<file path="config.mk">
export PLATFORM = sky130hd
export DESIGN_NAME = scb_cell
export DESIGN_NICKNAME = d
export VERILOG_FILES = /design/src/design/scb_pkg.sv /design/src/design/scb_cell.sv
export SDC_FILE = /design/constraint.sdc
export NUM_CORES = 1
export LEC_CHECK = 0
export ABC_AREA = 1
export BUFFER_PORTS_ARGS = -buffer_cell sky130_fd_sc_hd__buf_4
export CAP_MARGIN = 40
export CORE_ASPECT_RATIO = 1.25
export CORE_MARGIN = 10
export CORE_UTILIZATION = 49
export CTS_CLUSTER_SIZE = 16
export DETAILED_ROUTE_END_ITERATION = 12
export PLACE_DENSITY = 0.81
export SLEW_MARGIN = 20
export SYNTH_ARGS = -nofsm -noshare
export SYNTH_HDL_FRONTEND = slang
export SYNTH_SLANG_ARGS = --single-unit
</file>
<file path="constraint.sdc">
create_clock -name clock -period 2 [get_ports clock]
set_input_delay 0.2 -clock clock [delete_from_list [all_inputs] [get_ports clock]]
set_output_delay 0.2 -clock clock [all_outputs]
set_load 0.05 [all_outputs]
</file>
<file path="src/design/scb_pkg.sv">
// Types and constants shared by the screen blend compositor.
package scb_pkg;

   localparam int ChanCount = 3;
   localparam int ChanWidth = 8;
   localparam int QuoBits   = 8;
   localparam int RemWidth  = 17;
   localparam int DivWidth  = 16;

   // Reciprocals for the exact division by 255 at three operand widths.
   localparam logic [15:0] Recip255W16 = 16'd32897;
   localparam logic [31:0] Recip255W32 = 32'h80808081;
   localparam logic [24:0] Recip255W24 = 25'd16843010;
   localparam logic [31:0] HalfScale2  = 32'd32512;
   localparam logic [16:0] HalfScale1  = 17'd127;

   typedef struct packed {
      logic [7:0] first_red;
      logic [7:0] first_green;
      logic [7:0] first_blue;
      logic [7:0] first_alpha;
      logic [7:0] second_red;
      logic [7:0] second_green;
      logic [7:0] second_blue;
      logic [7:0] second_alpha;
   } pixel_pair_type;

   typedef struct packed {
      logic [7:0] out_red;
      logic [7:0] out_green;
      logic [7:0] out_blue;
      logic [7:0] out_alpha;
   } pixel_out_type;

   typedef struct packed {
      logic                                    bypass;
      pixel_out_type                           bypass_pix;
      logic [7:0]                              alpha;
      logic [ChanCount-1:0]                    sat;
      logic [ChanCount-1:0][RemWidth-1:0]      rem;
      logic [DivWidth-1:0]                     dv;
      logic [ChanCount-1:0][QuoBits-1:0]       quo;
   } div_type;

endpackage

</file>
<file path="src/design/scb_cell.sv">
// One restoring division cell: settles one quotient bit for each colour channel.
module scb_cell (
   input  logic             clock,
   input  logic             reset,
   input  logic             in_valid,
   input  scb_pkg::div_type in_data,
   output logic             out_valid,
   output scb_pkg::div_type out_data
);

   logic             valid_ff;
   scb_pkg::div_type data_ff, data_in;
   logic [2:0]       take;

   always_comb begin
      data_in    = in_data;
      data_in.dv = in_data.dv >> 1;
      for (int i = 0; i < scb_pkg::ChanCount; i++) begin
         take[i]           = (in_data.rem[i] >= 17'(in_data.dv));
         data_in.rem[i]    = take[i] ? (in_data.rem[i] - 17'(in_data.dv)) : in_data.rem[i];
         data_in.quo[i]    = {in_data.quo[i][scb_pkg::QuoBits-2:0], take[i]};
      end
   end

   always_ff @(posedge clock) begin
      if (reset) begin
         valid_ff <= 1'b0;
      end else begin
         valid_ff <= in_valid;
      end
   end

   always_ff @(posedge clock) begin
      data_ff <= data_in;
   end

   assign out_valid = valid_ff;
   assign out_data  = data_ff;

endmodule

</file>
### Yosys cells after proc, flatten, opt, wreduce, memory -nomap -nowiden

Index checks and enable logic that the tools add are counted.

| operators by class | value |
|---|---|
| add/subtract/negate cells | 3 |
| $lt $le $gt $ge | 3 |
| muxes and demuxes | 3 |

Operator list:

| cell | count |
|---|---|
| $ge 17x16->1 | 3 |
| $mux 17 | 3 |
| $sub 17x16->17 | 3 |

| storage, ports and cells | value |
|---|---|
| flip-flop bits (word level) | 135 |
| output and inout port bits | 136 |
| logic and storage cells | 24 |

### Depth between registers and ports, before layout

| depth | value |
|---|---|
| word-level depth | 2 |
| mapped depth | 14 |
| gate-level depth less buffers | 14 |

### Least setup slack after synthesis

No wires, ideal clock.

| path | value |
|---|---|
| path type | in2reg |
| from | in in_data[26] (netlist bit) |
| to | reg data_ff (netlist bit out_data[56]) |
| data arrival time | 1.513 ns |
| required time | 1.891 ns |
| setup slack | 0.379 ns |
| stages | 14 |
| path through | inv_1 ha_1 clkbuf_2 nand2_1 nand2_1 nand2_1 nand2_1 nand2_1 nand3_2 nand2_4 nand3_4 buf_12 nand2_1 inv_1 |

RTL lines:

| element | line | RTL |
|---|---|---|
| start, declared | scb_cell.sv:6 | `input scb_pkg::div_type in_data,` |
| end signal, assigned | scb_cell.sv:34 | `data_ff <= data_in;` |
| end, declared | scb_cell.sv:12 | `scb_pkg::div_type data_ff, data_in;` |

==> reports/qor.yml <==
htree_num_levels: 4
synth_area_per_cell_um2: 7.020
comb_power_share_pct: 35.0
yosys_warnings: 0
initial_utilization_pct: 49.73
cts.clk_slew.worst_paths_ns: 0.07
num_vias: 8026
ys_ff_latch: 135
syn-instance-count: 970
crit_arrival_ns: 2.32
maxCapViolCount: 0
p_leak_nw: 6.151
min_path_cells: 3
path_cells: "dlygate4sd3_1, buf_4, ha_1, nand2_1, nor2_2, nand3_1, nor2_2, nor2_2, nand2_2, buf_4, nand2_1, nand2_1"
dp_hpwl_um: 19730
grt_overflow: 0
grt_util_all_layers_pct: 29.38
die_h_um: 151.8
numCtsBuffers: 17
fp.dieW_um: 125.4
io_buffers: 269
dp_slack_ns: 0.02000
slew_violations: 0
fin_nets: 1577
firstDrtPassIters: 6
cts_root_buf: "clkbuf_16"
cp-start-kind: "input pin"
max_freq_mhz: 513.2
rsz0062_at_grt: "true"
row_count: 48
drt_iter0_markers: 603
nFillCells: 848
cts_tree: "yes"
drive_gt1_share_pct: 28.62
pwr-share-seq_pct: 31.2
setup_viol: 0
met1Wirelength_um: 11120
hold_class: "input pin to flip-flop"
dr.max_layer_used: "met4"
grt_pass1_vias: 7943
clk_path_buf_depth: 2
hold_start: "in_data[69]"
seq_area_frac_synth_pct: 39.69
crit_fanout: 8
crit_slowest_cell: "dlygate4sd3_1"
yosysUniqueCellTypes: 30
wl_met3_um: 2296
holdPathEnd: "out_data[69]"
required_ns: 2.37
status: "complete, no violations"
fin_crit_sh_pct: 97.42
drc: 0
boundaryPins: 274
wl_met2_um: 14970
crit_type: "input pin to flip-flop"
routed_via_density: 5.093
swShare_pct: 38.46
ir_drop_uv: 879.4
worst_slack_ns: 0.05151
crit_path_max_incr_delay_ns: 0.53
core_um2: 13690
routabilityCongestion: 0.9571
cts_sinks: 135
internal-power_mw: 6.090
grt_pass1_wl_um: 43740
synth_area_um2: 6809
power.density_nw_per_um2: 887.9
grt_max_degree: 19
drtAntennaViolNets: 0
area_growth_pct: 63.69
period_minus_slack_ns: 1.948
hold_viol_final: 0
hold_slack_ns: 0.02645
p_sw_mw: 3.807
cp-end-kind: "flip-flop"
antenna_found_initial: 1
wl_um: 29930
wl_per_cell_um: 18.99
synth_nets: 1159
clockPowerShare_pct: 33.8
die_area_um2: 19040
antenna-diode-count: 0
-- per-stage QoR --
| stage | instance area (µm²) | std cells | total power, mW | utilization (%) | setup TNS (ns) |
|---|---|---|---|---|---|
| finish | 11150 | 1576 | 9.897 | 81.40 | 0 |
| CTS | 10890 | 1573 | 9.651 | 79.51 | 0 |
| global route | 11150 | 1576 | 10.22 | 81.40 | -0.3928 |
| floorplan | 6809 | 970 | 5.157 | - | 0 |
| global placement | 9178 | 1431 | 6.172 | 67.02 | 0 |
| detailed placement | 9178 | 1431 | 6.211 | 67.02 | 0 |
-- cells in the mapped netlist --
library cell	count	area [µm²]
buf_4	5	37.54
nor2_1	43	161.4
xnor2_1	4	35.03
o21ai_0	8	40.04
nand3_4	1	17.52
xor2_1	17	148.9
conb_1	1	3.750
nor3_1	7	35.03
inv_2	5	18.77
nand3b_1	6	45.04
buf_12	1	20.02
buf_6	2	22.52
clkbuf_2	1	5.000
nand2_2	11	68.82
nand4_4	1	21.27
nand3_1	56	280.3
inv_1	166	623.1
nand2_4	1	11.26
nand3_2	1	10.01
nor2_4	3	33.78
or2_2	3	18.77
nand2_1	373	1400
a21oi_1	27	135.1
buf_2	3	15.01
ha_1	48	600.6
nand4_1	31	193.9
fa_1	3	60.06
and3_1	1	6.260
and2_1	6	37.54
dfxtp_1	135	2703
-- layer usage --
metal	vias to the layer above	GRT usage (%)
met1	3651	31.04
met2	462	53.55
met3	86	6.787
li1	3827	-
met5	-	0
met4	0	15.34
-- flip-flops by register name, summed over array words and instances, names as in the netlist --
| signal | count |
|---|---|
| out_valid | 1 |
| out_data | 134 |
-- worst max path at each step --
stage	startpoint	to	slack, ns	cells after the start
after global placement	in_data[32]	out_data[88]	0.04	14
after CTS	in_data[81]	out_data[88]	0.007	12
final	in_data[83]	out_data[77]	0.05	12
after floorplan	in_data[26]	out_data[56]	0.38	14
after global routing	in_data[25]	out_data[89]	-0.04	13
after detailed placement	in_data[32]	out_data[55]	0.02	13
-- cells in the final DEF (no fill, tap or decap), drive strengths merged, types with 7 or more instances in the layout --
| cell | n |
|---|---|
| nand2 | 385 |
| inv | 181 |
| buf | 301 |
| dfxtp | 135 |
| nand3 | 58 |
| o21ai | 8 |
| a21oi | 27 |
| dlygate4sd3 | 110 |
| nand4 | 32 |
| nor3 | 7 |
| clkbuf | 17 |
| nor2 | 46 |
| xor2 | 17 |
| ha | 48 |
-- power groups by stage --
stage	logic [mW]	registers (mW)	clock network (mW)
3_3_place_gp	3.06	3.12	0
4_1_cts	3.28	3.07	3.29
3_5_place_dp	3.09	3.13	0
5_1_grt	3.67	3.11	3.44
2_1_floorplan	1.01	4.15	0
6_report	3.47	3.09	3.34
-- worst max-delay path: cells and delay by family --
kind | cells | cell delay (ns)
adder cells (fa/ha/maj) | 1 | 0.37
AND/OR/NAND/NOR | 8 | 0.92
buffers and inverters | 3 | 0.84
-- cell type report --
| cell class | count | area (µm²) | area share [%] |
|---|---|---|---|
| Timing Repair Buffer | 411 | 3402 | 30.52 |
| Inverter | 171 | 644.4 | 5.781 |
| Multi-Input combinational cell | 652 | 3568 | 32.02 |
| Sequential cell | 135 | 2703 | 24.25 |
| Tap cell | 175 | 219.0 | 1.965 |
| Clock buffer | 17 | 425.4 | 3.817 |
| Clock inverter | 15 | 183.9 | 1.650 |
-- kinds of logic (layout without fill, tap and decap cells) --
logic type	count (synthesis)	count (layout)	synth area share, %
and+or+nand+nor	544	544	34.38
buffers and inverters	183	614	10.90
DFF	135	135	39.69
adders and majority gates	51	51	9.702
AOI/OAI and AO/OA	35	35	2.573
xor gates and xnor gates	21	21	2.701
other	1	1	0.05507
-- what timing repair did --
item                                   4_1_cts  5_1_grt
hold buffers                               110        0
endpoints found under the hold margin      109        0
gates resized for setup                      0       46
setup buffers                                0        3
setup endpoints to repair                    0       54
(Power assumes the default switching activity.)
